### src/design/assert_macros.svh
// Assertion macros used by the top-level design file.
`ifndef ASSERT_MACROS_SVH
`define ASSERT_MACROS_SVH

`ifndef SYNTHESIS

// Checked at every clock edge outside reset.
`define CRBC_ASSERT(lbl, clk, rstn, prop, msg) \
  lbl: assert property (@(posedge clk) disable iff (!rstn) (prop)) else $error(msg);

// Checked at every clock edge, reset included.
`define CRBC_ASSERT_ALWAYS(lbl, clk, prop, msg) \
  lbl: assert property (@(posedge clk) (prop)) else $error(msg);

`else

`define CRBC_ASSERT(lbl, clk, rstn, prop, msg)
`define CRBC_ASSERT_ALWAYS(lbl, clk, prop, msg)

`endif

`endif

### src/design/crbc_pkg.sv
// Types, codes and defaults of the closable byte ring channel.
package crbc_pkg;

  localparam int unsigned RING_DEPTH_DEF   = 256;
  localparam int unsigned ACCESS_BYTES_DEF = 8;

  localparam int unsigned CAP_W      = 9;
  localparam int unsigned OP_W       = 2;
  localparam int unsigned COUNT_W    = 4;
  localparam int unsigned DATA_W     = 64;
  localparam int unsigned STATUS_W   = 3;
  localparam int unsigned BYTE_IDX_W = $clog2(DATA_W / 8);

  typedef logic [CAP_W-1:0]    cap_t;
  typedef logic [OP_W-1:0]     op_t;
  typedef logic [COUNT_W-1:0]  count_t;
  typedef logic [DATA_W-1:0]   data_t;
  typedef logic [STATUS_W-1:0] status_t;

  localparam cap_t CAP_RESET = 9'd256;

  localparam op_t OP_WRITE = 2'd0;
  localparam op_t OP_READ  = 2'd1;
  localparam op_t OP_CLOSE = 2'd2;

  localparam status_t STS_DONE         = 3'd0;
  localparam status_t STS_WOULD_BLOCK  = 3'd1;
  localparam status_t STS_WRITE_CLOSED = 3'd2;
  localparam status_t STS_READ_CLOSED  = 3'd3;
  localparam status_t STS_TOO_LARGE    = 3'd4;

  typedef enum logic [2:0] {
    S_IDLE,
    S_EVAL,
    S_WRITE,
    S_READ,
    S_DRAIN,
    S_FINISH
  } state_e;

endpackage

### src/design/crbc_if.sv
// Request and result channel interfaces of the closable byte ring channel.
interface crbc_in_if import crbc_pkg::*; ();
  logic   valid;
  logic   ready;
  op_t    op;
  count_t byte_count;
  data_t  write_data;

  modport source (output valid, output op, output byte_count, output write_data,
                  input ready);
  modport sink (input valid, input op, input byte_count, input write_data,
                output ready);
endinterface

interface crbc_out_if import crbc_pkg::*; ();
  logic    valid;
  logic    ready;
  status_t status;
  data_t   read_data;
  logic    read_ok_flag;
  cap_t    fill_level;

  modport source (output valid, output status, output read_data, output read_ok_flag,
                  output fill_level, input ready);
  modport sink (input valid, input status, input read_data, input read_ok_flag,
                input fill_level, output ready);
endinterface

### src/design/crbc_ram.sv
// Generic RAM with one write port and one registered read port.
module crbc_ram #(
  parameter int unsigned WIDTH = 8,
  parameter int unsigned DEPTH = 256
) (
  input  logic                     clk_i,
  input  logic                     we_i,
  input  logic [$clog2(DEPTH)-1:0] waddr_i,
  input  logic [WIDTH-1:0]         wdata_i,
  input  logic [$clog2(DEPTH)-1:0] raddr_i,
  output logic [WIDTH-1:0]         rdata_o
);

  logic [WIDTH-1:0] mem_q [DEPTH];

  always_ff @(posedge clk_i) begin
    if (we_i) begin
      mem_q[waddr_i] <= wdata_i;
    end
    rdata_o <= mem_q[raddr_i];
  end

endmodule

### src/design/closable_byte_ring_channel.sv
// Top level of the closable byte ring channel.
//
// A bounded byte channel kept in a ring RAM of RING_DEPTH bytes. Each request word is a
// write, a read or a close of up to ACCESS_BYTES bytes, first byte in the low eight bits;
// each request gives exactly one result word with a status, the read bytes, the sticky
// read-ok flag and the fill after the request. The ring RAM moves one byte per cycle. A
// request is latched when accepted, then evaluated; a write that is done moves its bytes
// into the RAM and a read that is done moves them out and then drains the last RAM byte;
// last the result register is loaded and the next request can be accepted after that.
// One request is in work at a time; a result that waits in the output register stalls
// only the completion of the next request. Writing the capacity register empties the
// ring at once and keeps the closed and read-ok marks; it must be written while no
// request is in work. No clearing pass runs after reset.
`include "assert_macros.svh"

module closable_byte_ring_channel import crbc_pkg::*; #(
  parameter int unsigned RING_DEPTH   = RING_DEPTH_DEF,
  parameter int unsigned ACCESS_BYTES = ACCESS_BYTES_DEF
) (
  input  logic       clk_i,
  input  logic       rst_ni,
  input  logic       cfg_we_i,
  input  cap_t       cfg_wdata_i,
  crbc_in_if.sink    in_i,
  crbc_out_if.source out_o
);

  localparam int unsigned AW    = $clog2(RING_DEPTH);
  localparam int unsigned CMP_W = (AW + 1 > CAP_W) ? AW + 1 : CAP_W;

  state_e state_q, state_d;

  cap_t            cap_q;
  cap_t            eff_cap;
  logic [AW-1:0]   rpos_q, wpos_q;
  cap_t            held_q;
  logic            closed_q;
  logic            read_ok_q;

  op_t                   op_q;
  count_t                count_q;
  data_t                 wdata_q;
  logic [BYTE_IDX_W-1:0] idx_q, ridx_q;
  logic                  rvld_q;
  data_t                 rdata_q;
  status_t               status_q;

  logic    ovalid_q;
  status_t ostatus_q;
  data_t   ordata_q;
  logic    orok_q;
  cap_t    ofill_q;

  logic       in_ready;
  logic       ram_we;
  logic       out_load;
  logic [7:0] ram_rdata;

  logic    too_big, no_room, too_short, nonzero, last_byte;
  status_t ev_status;
  logic    ev_write, ev_read;

  // Next ring position; positions stay below the effective capacity.
  function automatic logic [AW-1:0] pos_next(input logic [AW-1:0] pos, input cap_t cap);
    logic [CMP_W-1:0] inc;
    inc = CMP_W'(pos) + CMP_W'(1);
    if (inc == CMP_W'(cap)) begin
      return '0;
    end
    return AW'(inc);
  endfunction

  always_comb begin
    if (cap_q == '0) begin
      eff_cap = CAP_W'(1);
    end else if (32'(cap_q) > RING_DEPTH) begin
      eff_cap = CAP_W'(RING_DEPTH);
    end else begin
      eff_cap = cap_q;
    end
  end

  // Decision on the latched request, taken in the evaluation cycle.
  always_comb begin
    too_big   = (32'(count_q) > ACCESS_BYTES) || (CAP_W'(count_q) > eff_cap);
    no_room   = ({1'b0, held_q} + (CAP_W + 1)'(count_q)) > {1'b0, eff_cap};
    too_short = held_q < CAP_W'(count_q);
    nonzero   = count_q != '0;
    ev_status = STS_DONE;
    ev_write  = 1'b0;
    ev_read   = 1'b0;
    unique case (op_q)
      OP_WRITE: begin
        if (closed_q) begin
          ev_status = STS_WRITE_CLOSED;
        end else if (too_big) begin
          ev_status = STS_TOO_LARGE;
        end else if (no_room) begin
          ev_status = STS_WOULD_BLOCK;
        end else begin
          ev_write = nonzero;
        end
      end
      OP_READ: begin
        if (too_big) begin
          ev_status = STS_TOO_LARGE;
        end else if (too_short) begin
          ev_status = closed_q ? STS_READ_CLOSED : STS_WOULD_BLOCK;
        end else begin
          ev_read = nonzero;
        end
      end
      default: begin
      end
    endcase
  end

  assign last_byte = (COUNT_W'(idx_q) + COUNT_W'(1)) == count_q;

  always_ff @(posedge clk_i or negedge rst_ni) begin
    if (!rst_ni) begin
      state_q <= S_IDLE;
    end else begin
      state_q <= state_d;
    end
  end

  always_comb begin
    state_d  = state_q;
    in_ready = 1'b0;
    ram_we   = 1'b0;
    out_load = 1'b0;
    unique case (state_q)
      S_IDLE: begin
        in_ready = 1'b1;
        if (in_i.valid) begin
          state_d = S_EVAL;
        end
      end
      S_EVAL: begin
        if (ev_write) begin
          state_d = S_WRITE;
        end else if (ev_read) begin
          state_d = S_READ;
        end else begin
          state_d = S_FINISH;
        end
      end
      S_WRITE: begin
        ram_we = 1'b1;
        if (last_byte) begin
          state_d = S_FINISH;
        end
      end
      S_READ: begin
        if (last_byte) begin
          state_d = S_DRAIN;
        end
      end
      S_DRAIN: begin
        state_d = S_FINISH;
      end
      S_FINISH: begin
        if (!ovalid_q || out_o.ready) begin
          out_load = 1'b1;
          state_d  = S_IDLE;
        end
      end
      default: begin
        state_d = S_IDLE;
      end
    endcase
  end

  always_ff @(posedge clk_i or negedge rst_ni) begin
    if (!rst_ni) begin
      cap_q     <= CAP_RESET;
      rpos_q    <= '0;
      wpos_q    <= '0;
      held_q    <= '0;
      closed_q  <= 1'b0;
      read_ok_q <= 1'b1;
      rvld_q    <= 1'b0;
      ovalid_q  <= 1'b0;
    end else begin
      if (cfg_we_i) begin
        cap_q  <= cfg_wdata_i;
        rpos_q <= '0;
        wpos_q <= '0;
        held_q <= '0;
      end else begin
        if (state_q == S_EVAL) begin
          if (op_q == OP_CLOSE) begin
            closed_q <= 1'b1;
          end
          if (ev_status == STS_READ_CLOSED) begin
            read_ok_q <= 1'b0;
          end
        end
        if (state_q == S_WRITE) begin
          wpos_q <= pos_next(wpos_q, eff_cap);
          if (last_byte) begin
            held_q <= held_q + CAP_W'(count_q);
          end
        end
        if (state_q == S_READ) begin
          rpos_q <= pos_next(rpos_q, eff_cap);
          if (last_byte) begin
            held_q <= held_q - CAP_W'(count_q);
          end
        end
      end
      rvld_q <= state_q == S_READ;
      if (out_load) begin
        ovalid_q <= 1'b1;
      end else if (out_o.ready) begin
        ovalid_q <= 1'b0;
      end
    end
  end

  always_ff @(posedge clk_i) begin
    if (in_ready && in_i.valid) begin
      op_q    <= in_i.op;
      count_q <= in_i.byte_count;
      wdata_q <= in_i.write_data;
    end
    if (state_q == S_EVAL) begin
      idx_q    <= '0;
      rdata_q  <= '0;
      status_q <= ev_status;
    end
    if (state_q == S_WRITE) begin
      idx_q   <= idx_q + BYTE_IDX_W'(1);
      wdata_q <= wdata_q >> 8;
    end
    if (state_q == S_READ) begin
      idx_q  <= idx_q + BYTE_IDX_W'(1);
      ridx_q <= idx_q;
    end
    // RAM data of the byte issued in the previous cycle lands at its place in the word.
    if (rvld_q) begin
      rdata_q[{ridx_q, 3'b000} +: 8] <= ram_rdata;
    end
    if (out_load) begin
      ostatus_q <= status_q;
      ordata_q  <= rdata_q;
      orok_q    <= read_ok_q;
      ofill_q   <= held_q;
    end
  end

  crbc_ram #(
    .WIDTH (8),
    .DEPTH (RING_DEPTH)
  ) u_ring (
    .clk_i   (clk_i),
    .we_i    (ram_we),
    .waddr_i (wpos_q),
    .wdata_i (wdata_q[7:0]),
    .raddr_i (rpos_q),
    .rdata_o (ram_rdata)
  );

  assign in_i.ready         = in_ready;
  assign out_o.valid        = ovalid_q;
  assign out_o.status       = ostatus_q;
  assign out_o.read_data    = ordata_q;
  assign out_o.read_ok_flag = orok_q;
  assign out_o.fill_level   = ofill_q;

  `CRBC_ASSERT_ALWAYS(a_held_in_cap, clk_i, held_q <= eff_cap, "fill exceeds capacity")
  `CRBC_ASSERT(a_closed_sticky, clk_i, rst_ni, !$fell(closed_q), "channel reopened")
  `CRBC_ASSERT(a_read_ok_sticky, clk_i, rst_ni, !$rose(read_ok_q), "read-ok flag set again")
  `CRBC_ASSERT(a_result_from_finish, clk_i, rst_ni, $rose(ovalid_q) |-> $past(state_q) == S_FINISH, "result word without finished request")

endmodule

### src/flat_wrapper.sv
// flat-port wrapper written by rule: the top's interface ports become plain ports
module closable_byte_ring_channel_flat import crbc_pkg::*;
#(
  parameter int unsigned RING_DEPTH   = RING_DEPTH_DEF,
  parameter int unsigned ACCESS_BYTES = ACCESS_BYTES_DEF
)
  (clk_i, rst_ni, cfg_we_i, cfg_wdata_i, in_i_valid, in_i_op, in_i_byte_count, in_i_write_data, in_i_ready, out_o_valid, out_o_status, out_o_read_data, out_o_read_ok_flag, out_o_fill_level, out_o_ready);
  crbc_in_if in_i_i ();
  crbc_out_if out_o_i ();
  input  logic clk_i;
  input  logic rst_ni;
  input  logic cfg_we_i;
  input  cap_t cfg_wdata_i;
  input wire logic [$bits(in_i_i.valid)-1:0] in_i_valid;
  input wire logic [$bits(in_i_i.op)-1:0] in_i_op;
  input wire logic [$bits(in_i_i.byte_count)-1:0] in_i_byte_count;
  input wire logic [$bits(in_i_i.write_data)-1:0] in_i_write_data;
  output wire logic [$bits(in_i_i.ready)-1:0] in_i_ready;
  output wire logic [$bits(out_o_i.valid)-1:0] out_o_valid;
  output wire logic [$bits(out_o_i.status)-1:0] out_o_status;
  output wire logic [$bits(out_o_i.read_data)-1:0] out_o_read_data;
  output wire logic [$bits(out_o_i.read_ok_flag)-1:0] out_o_read_ok_flag;
  output wire logic [$bits(out_o_i.fill_level)-1:0] out_o_fill_level;
  input wire logic [$bits(out_o_i.ready)-1:0] out_o_ready;
  assign in_i_i.valid = in_i_valid;
  assign in_i_i.op = in_i_op;
  assign in_i_i.byte_count = in_i_byte_count;
  assign in_i_i.write_data = in_i_write_data;
  assign in_i_ready = in_i_i.ready;
  assign out_o_valid = out_o_i.valid;
  assign out_o_status = out_o_i.status;
  assign out_o_read_data = out_o_i.read_data;
  assign out_o_read_ok_flag = out_o_i.read_ok_flag;
  assign out_o_fill_level = out_o_i.fill_level;
  assign out_o_i.ready = out_o_ready;
  closable_byte_ring_channel #(.RING_DEPTH(RING_DEPTH), .ACCESS_BYTES(ACCESS_BYTES)) u_core (.clk_i(clk_i), .rst_ni(rst_ni), .cfg_we_i(cfg_we_i), .cfg_wdata_i(cfg_wdata_i), .in_i(in_i_i), .out_o(out_o_i));
endmodule
### config.mk
export PLATFORM = sky130hd
export DESIGN_NAME = closable_byte_ring_channel_flat
export DESIGN_NICKNAME = d
export VERILOG_FILES = /design/src/design/crbc_pkg.sv /design/src/design/crbc_if.sv /design/src/design/crbc_ram.sv /design/src/design/closable_byte_ring_channel.sv /design/src/flat_wrapper.sv
export VERILOG_INCLUDE_DIRS = /design/src /design/src/design
export SDC_FILE = /design/constraint.sdc
export NUM_CORES = 2
export LEC_CHECK = 0
export BUFFER_PORTS_ARGS = -buffer_cell sky130_fd_sc_hd__buf_2
export CAP_MARGIN = 20
export CORE_MARGIN = 1.5
export CORE_UTILIZATION = 55
export CTS_CLUSTER_DIAMETER = 120
export DETAILED_ROUTE_END_ITERATION = 10
export PLACE_DENSITY = 0.71
export SLEW_MARGIN = 15
export SYNTH_ARGS = -nofsm -noshare
export SYNTH_HDL_FRONTEND = slang
export SYNTH_SLANG_ARGS = --single-unit
### constraint.sdc
create_clock -name clk_i -period 9.55 [get_ports clk_i]
set_input_delay 0.4775 -clock clk_i [delete_from_list [all_inputs] [get_ports clk_i]]
set_output_delay 0.4775 -clock clk_i [all_outputs]
set_load 0.1 [all_outputs]
### Yosys cells after proc, flatten, opt, wreduce, memory -nomap -nowiden

Memory sizes are Yosys's and may differ from the RTL's. A register that Yosys moved wholly into a read port is not among the register bits.
Index checks and enable logic that the tools add are counted.

| word-level totals | value |
|---|---|
| output and inout port bits | 79 |
| flip-flop bits (word level) | 261 |
| memory bits (writable) | 2048 |
| input bits | 84 |
| word-level logic and storage cells | 127 |
| memories kept | 1 |

Memories:

| memory | depth | bits a word | read ports | clocked after Yosys merged registers in | write ports | RTL line | source |
|---|---|---|---|---|---|---|---|
| u_core.u_ring.mem_q | 256 | 8 | 1 | 1 | 1 | crbc_ram.sv:14 | `logic [WIDTH-1:0] mem_q [DEPTH];` |

| cells by class | value |
|---|---|
| bitwise logic cells | 1 |
| equal/unequal tests | 15 |
| mux-type cells | 58 |
| reductions and logical operators | 16 |
| $add $sub $neg | 8 |
| magnitude comparators | 5 |
| shift operators | 2 |

Operator list:

| kind | count |
|---|---|
| $mux W64 | 2 |
| $mux W56 | 2 |
| $bwmux W64 | 1 |
| $mux W8 | 8 |
| $shift A8 B8 Y64 const A | 1 |
| $shiftx A8 B8 Y64 | 1 |
| $mux W9 | 7 |
| $mux W3 | 13 |
| $mux W1 | 22 |
| $add A8 B1 Y9 const B | 2 |
| $eq A9 B9 Y1 | 2 |
| $pmux W3 S6 | 1 |
| $add A9 B4 Y10 | 1 |
| $gt A10 B9 Y1 | 1 |
| $add A9 B4 Y9 | 1 |
| $eq A3 B2 Y1 const B | 3 |
| $gt A4 B9 Y1 | 1 |
| $gt A9 B9 Y1 const B | 1 |
| $logic_not A9 Y1 | 1 |
| $lt A9 B4 Y1 | 1 |
| $sub A9 B4 Y9 | 1 |
| $neg A6 Y8 | 1 |
| $reduce_bool A2 Y1 | 4 |
| $eq A3 B3 Y1 const B | 2 |
| other kinds (21) | 25 |

### Depth between registers and ports, before layout

| logic depth | value |
|---|---|
| depth after elaboration | 10 |
| mapped depth | 15 |

### Cells and area by module

From an unflattened synthesis, not the netlist that was laid out.

| unflattened totals | value |
|---|---|
| cells, all modules | 4705 |
| area, all modules | 90902.2 um^2 |

By module, submodules not included:

| module | cells an instance | times used | area each (um^2) | seq. area each (um^2) |
|---|---|---|---|---|
| crbc_ram | 3733 | 1 | 79556.3 | 61659.1 |
| closable_byte_ring_channel | 972 | 1 | 11345.9 | 6914.1 |

### Worst setup path before layout

OpenSTA, ideal clock, no wires.

| path | value |
|---|---|
| path kind | register -> register |
| start | reg u_core.ovalid_q, in the netlist u_core.out_o.valid |
| end | reg u_core.ofill_q[0], in the netlist u_core.out_o.fill_level[0], enable pin |
| cell stages (with the launch flop) | 3 |
| data required time | 8.927 ns |
| slack | 2.279 ns |
| arrival time | 6.649 ns |
| path buffers | 0 |
| path through | dfrtp_1 nor2b_1 nor3b_1 |

| on the way | value |
|---|---|
| cells in the longest elaborated chain, start to end | 4 |

Ends and longest elaborated chain:

| element | RTL line | source |
|---|---|---|
| from (decl) | closable_byte_ring_channel.sv:48 | `logic ovalid_q;` |
| from (signal assigned) | closable_byte_ring_channel.sv:184 | `ovalid_q <= 1'b0;` |
| from (signal assigned) | closable_byte_ring_channel.sv:215 | `ovalid_q <= 1'b1;` |
| from (signal assigned) | closable_byte_ring_channel.sv:217 | `ovalid_q <= 1'b0;` |
| $logic_not A1 Y1 | closable_byte_ring_channel.sv:164 | `if (!ovalid_q \|\| out_o.ready) begin` |
| $logic_or A1 B1 Y1 | closable_byte_ring_channel.sv:164 |  |
| $mux W1 | closable_byte_ring_channel.sv:164 |  |
| $mux W1 | closable_byte_ring_channel.sv:133 | `unique case (state_q)` |
| net u_core.out_load | closable_byte_ring_channel.sv:56 | `logic out_load;` |
| to (signal assigned) | closable_byte_ring_channel.sv:249 | `ofill_q <= held_q;` |
| to (decl) | closable_byte_ring_channel.sv:52 | `cap_t ofill_q;` |

The timed path passes the listed nets, and every way through them passes these cells.
A chain may end at the register's enable or synchronous reset.

==> flow_metrics.tcl <==
set metrics [dict create \
    hold_class "in -> async" \
    period_share_pct 55.7 \
    async_flop_share_pct 1.77 \
    syn_area_um2 92000 \
    cts_buffers 219 \
    critPathLaunchType "flip-flop" \
    synth-adder-area-share_pct 0.479 \
    area_growth_pct 11.4 \
    synth_top_area_share_pct 71.7 \
    syn-num-nets 5170 \
    synth-simple-area-share_pct 4.95 \
    core-area_um2 166000 \
    initial_core_util_pct 55.6 \
    routedWlPerCell_um 30.5 \
    synth-seq-area-share_pct 74.5 \
    crit_path_end "u_core.u_ring.rdata_o[0]" \
    powerDensity_nw_per_um2 225 \
    stdcell_area_um2 102000 \
    clock_sinks 2317 \
    yosys.area.top_type "edfxtp_1" \
    critical_path_class "reg -> reg" \
    grt_antenna_before_repair 6 \
    htreeDepth 4 \
    drive_gt1_share_pct 18.1 \
    avgSynthCellArea_um2 18.2 \
    place_area_um2 94400 \
    ys.warnings.count 0 \
    worstPathCellList "buf_12 -> buf_4 -> buf_4 -> mux2i_1 -> o221ai_1 -> a21oi_1 -> a41oi_1 -> nand4_1 -> nor4_1 -> and3_1" \
    cts_tree "done" \
    io_pins 163 \
    end_kind "flip-flop" \
    p_leak_nw 31.8 \
    grt_pass1_wl_um 340000 \
    cp-startpoint "u_core.rpos_q[0]" \
    synthTopCellsByArea "edfxtp_1 72%, mux4_2 8.5%, mux2i_1 3.5%" \
    drt-total-wl_um 235000 \
    ir_drop_v 0.000257 \
    fp.dieW_um 412 \
    clk_latency_ps 870 \
    rows 149 \
    fp.dieH_um 412 \
    critPathMostFrequentCell "buf_4" \
    synthMuxAreaShare_pct 12.9 \
    r2r-end "u_core.u_ring.rdata_o[0]" \
    netlist_instances 5052 \
    tightest_slew_ps 1190 \
    utilization_pct 61.9 \
    antenna_left 0 \
    fin_setup_tns_ps 0 \
    vias_per_cell 6.51 \
    synth_common_cells "2196 x edfxtp_1, 398 x nand2_1, 346 x mux4_2" \
    grt_pass1_vias 48800 \
    clk_pin_slew_ps 60 \
    worst-r2r-setup-slack_ps 4230 \
    synth_cell_types 87 \
    dieArea_um2 170000 \
    synth_compound_area_share_pct 4.34 \
    slew_headroom_pct 20.4 \
    synthXorXnorAreaFrac_pct 0.325 \
    min_period_ps 5320 \
    hold_slack_ps 53.4 \
    slowest_stage "nor4_1" \
    finalWeightedCongestion 0.878 \
    nets 5438 \
    critPathRequiredTime_ps 10360 \
    skew_ps 39.4 \
    first_pass_iters 9 \
    hold_viol_final 0 \
    drv_slew 0 \
    root_buffer "clkbuf_16" \
    portBuffers 162 \
    setup_violations 0 \
    drt_iter0_drc 6611 \
    grt_setup_unrepaired "false" \
    synth.most_common_cell "edfxtp_1" \
    place_hpwl_um 140000 \
    max_stage_delay_ps 870 \
    reg2reg_from "u_core.rpos_q[0]" \
    gr-total-overflow 0 \
    status "completed" \
    drc 0 \
    total_power_mw 23.1 \
    grt_max_degree 224 \
    cp.arrival_ps 6130 \
    vias 50100 \
    synth_edf_count 2196 \
    synth_top_family_by_area "multiplexers" \
    path_max_fanout 90 \
    cts_max_path_buffers 3 \
    cts_resized 0 \
    ys_seq_elements 2317 \
    grt.total_usage_pct 27.7 \
    fmax_mhz 188 \
    drv_cap 0 \
    synth_flop_cell "edfxtp_1" \
    ff2ff_path_depth 10 \
]
==> area by class of cell <==
type / instances / area (µm²)
well taps: 2189 / 2740
clock buffers: 267 / 5790
diodes: 5 / 12.5
inverters: 38 / 149
multi-input cells: 2393 / 21300
flip-flops and latches: 2317 / 68600
clock inverters: 142 / 1430
repair buffers: 351 / 2520
fillers: 11500 / 63100
==> flip-flops by register name, summed over array words and instances, names as in the netlist, 8 cells and up <==
| signal | cells |
|---|---|
| u_core.u_ring.rdata_o | 8 |
| u_core.cap_q | 9 |
| u_core.rpos_q | 8 |
| u_core.wpos_q | 8 |
| u_core.wdata_q | 64 |
| u_core.held_q | 9 |
| u_core.u_ring.mem_q | 2048 |
| u_core.rdata_q | 64 |
| u_core.out_o.fill_level | 9 |
| u_core.out_o.read_data | 64 |
==> worst max-delay path, delay by kind of cell (launching register included) <==
family                 cells  cell delay [ps]
buffers and inverters      3             1770
multiplexers               1              170
flip-flops                 1              850
AO/OA/AOI/OAI              3              880
AND/OR/NAND/NOR            3             1310
==> stage by stage <==
step / std cells / setup slack [ps]
floorplan: 5052 / 2280
global placement: 7199 / 4220
detailed placement: 7200 / 4320
CTS: 7690 / 4300
global route: 7697 / 4020
finish: 7702 / 4230
==> layout by cell type (no fill, tap or decap), types with 20 or more instances in the layout <==
master,netlist,routed
nor2_1,336,333
clkbuf_1,136,38
clkinv_1,3,45
mux4_1,28,28
buf_2,53,163
ha_1,32,32
a211oi_1,20,20
dfrtp_1,39,35
nand3_1,100,100
mux2i_1,324,324
edfxtp_1,2196,2196
clkinv_2,0,48
dlygate4sd3_1,0,81
nor3_1,69,69
mux4_2,346,346
a21oi_1,118,118
buf_4,9,96
o21ai_0,112,112
clkbuf_16,0,222
o22ai_1,75,75
bufinv_16,0,21
inv_1,34,34
o221ai_1,131,131
nand2_1,398,395
dfxtp_1,80,80
nor2b_1,25,25
nor4_1,26,23
xnor2_1,22,22
a22oi_1,24,24
==> worst min path at each step <==
| stage | start | endpoint | slack, ps | depth (start not counted) |
|---|---|---|---|---|
| after floorplan | rst_ni | u_core.cap_q[0] | 180 | 0 |
| after global placement | u_core.status_q[1] | u_core.out_o.status[1] | 410 | 0 |
| after detailed placement | u_core.status_q[1] | u_core.out_o.status[1] | 410 | 0 |
| after CTS | in_i_valid | u_core.state_q[0] | 50 | 5 |
| after global routing | rst_ni | u_core.cap_q[2] | 60 | 2 |
| final | rst_ni | u_core.cap_q[2] | 50 | 2 |
==> logic make-up (layout without fill, tap and decap cells) <==
family,Yosys count,in the layout
flip-flops,2317,2317
AND/OR/NAND/NOR,1039,1039
multiplexers,709,709
AO/OA/AOI/OAI,580,580
buffers and inverters,342,798
adder cells (fa/ha/maj),34,34
XOR/XNOR,31,31
other,0,5
==> report_power, final <==
group	switching, mW	internal (mW)	leakage (nW)
logic	1.90	0.433	7.35
registers	0.144	11.9	21.0
clock network	3.82	4.90	3.52
total	5.87	17.2	31.8
==> what timing repair did <==
action | in CTS | in global routing
buffers inserted | 0 | 0
hold endpoints to repair | 119 | 0
hold buffers | 81 | 0
==> metal layers <==
metal | GRT usage (%) | routed length [µm] | vias up
met5 | 0 | 77 | -
met4 | 11.8 | 10600 | 6
met3 | 6.14 | 23600 | 545
met2 | 43.1 | 111000 | 2927
met1 | 38.2 | 89600 | 25800
li1 | - | - | 20800
No activity file was read; power rests on OpenSTA's default activity.
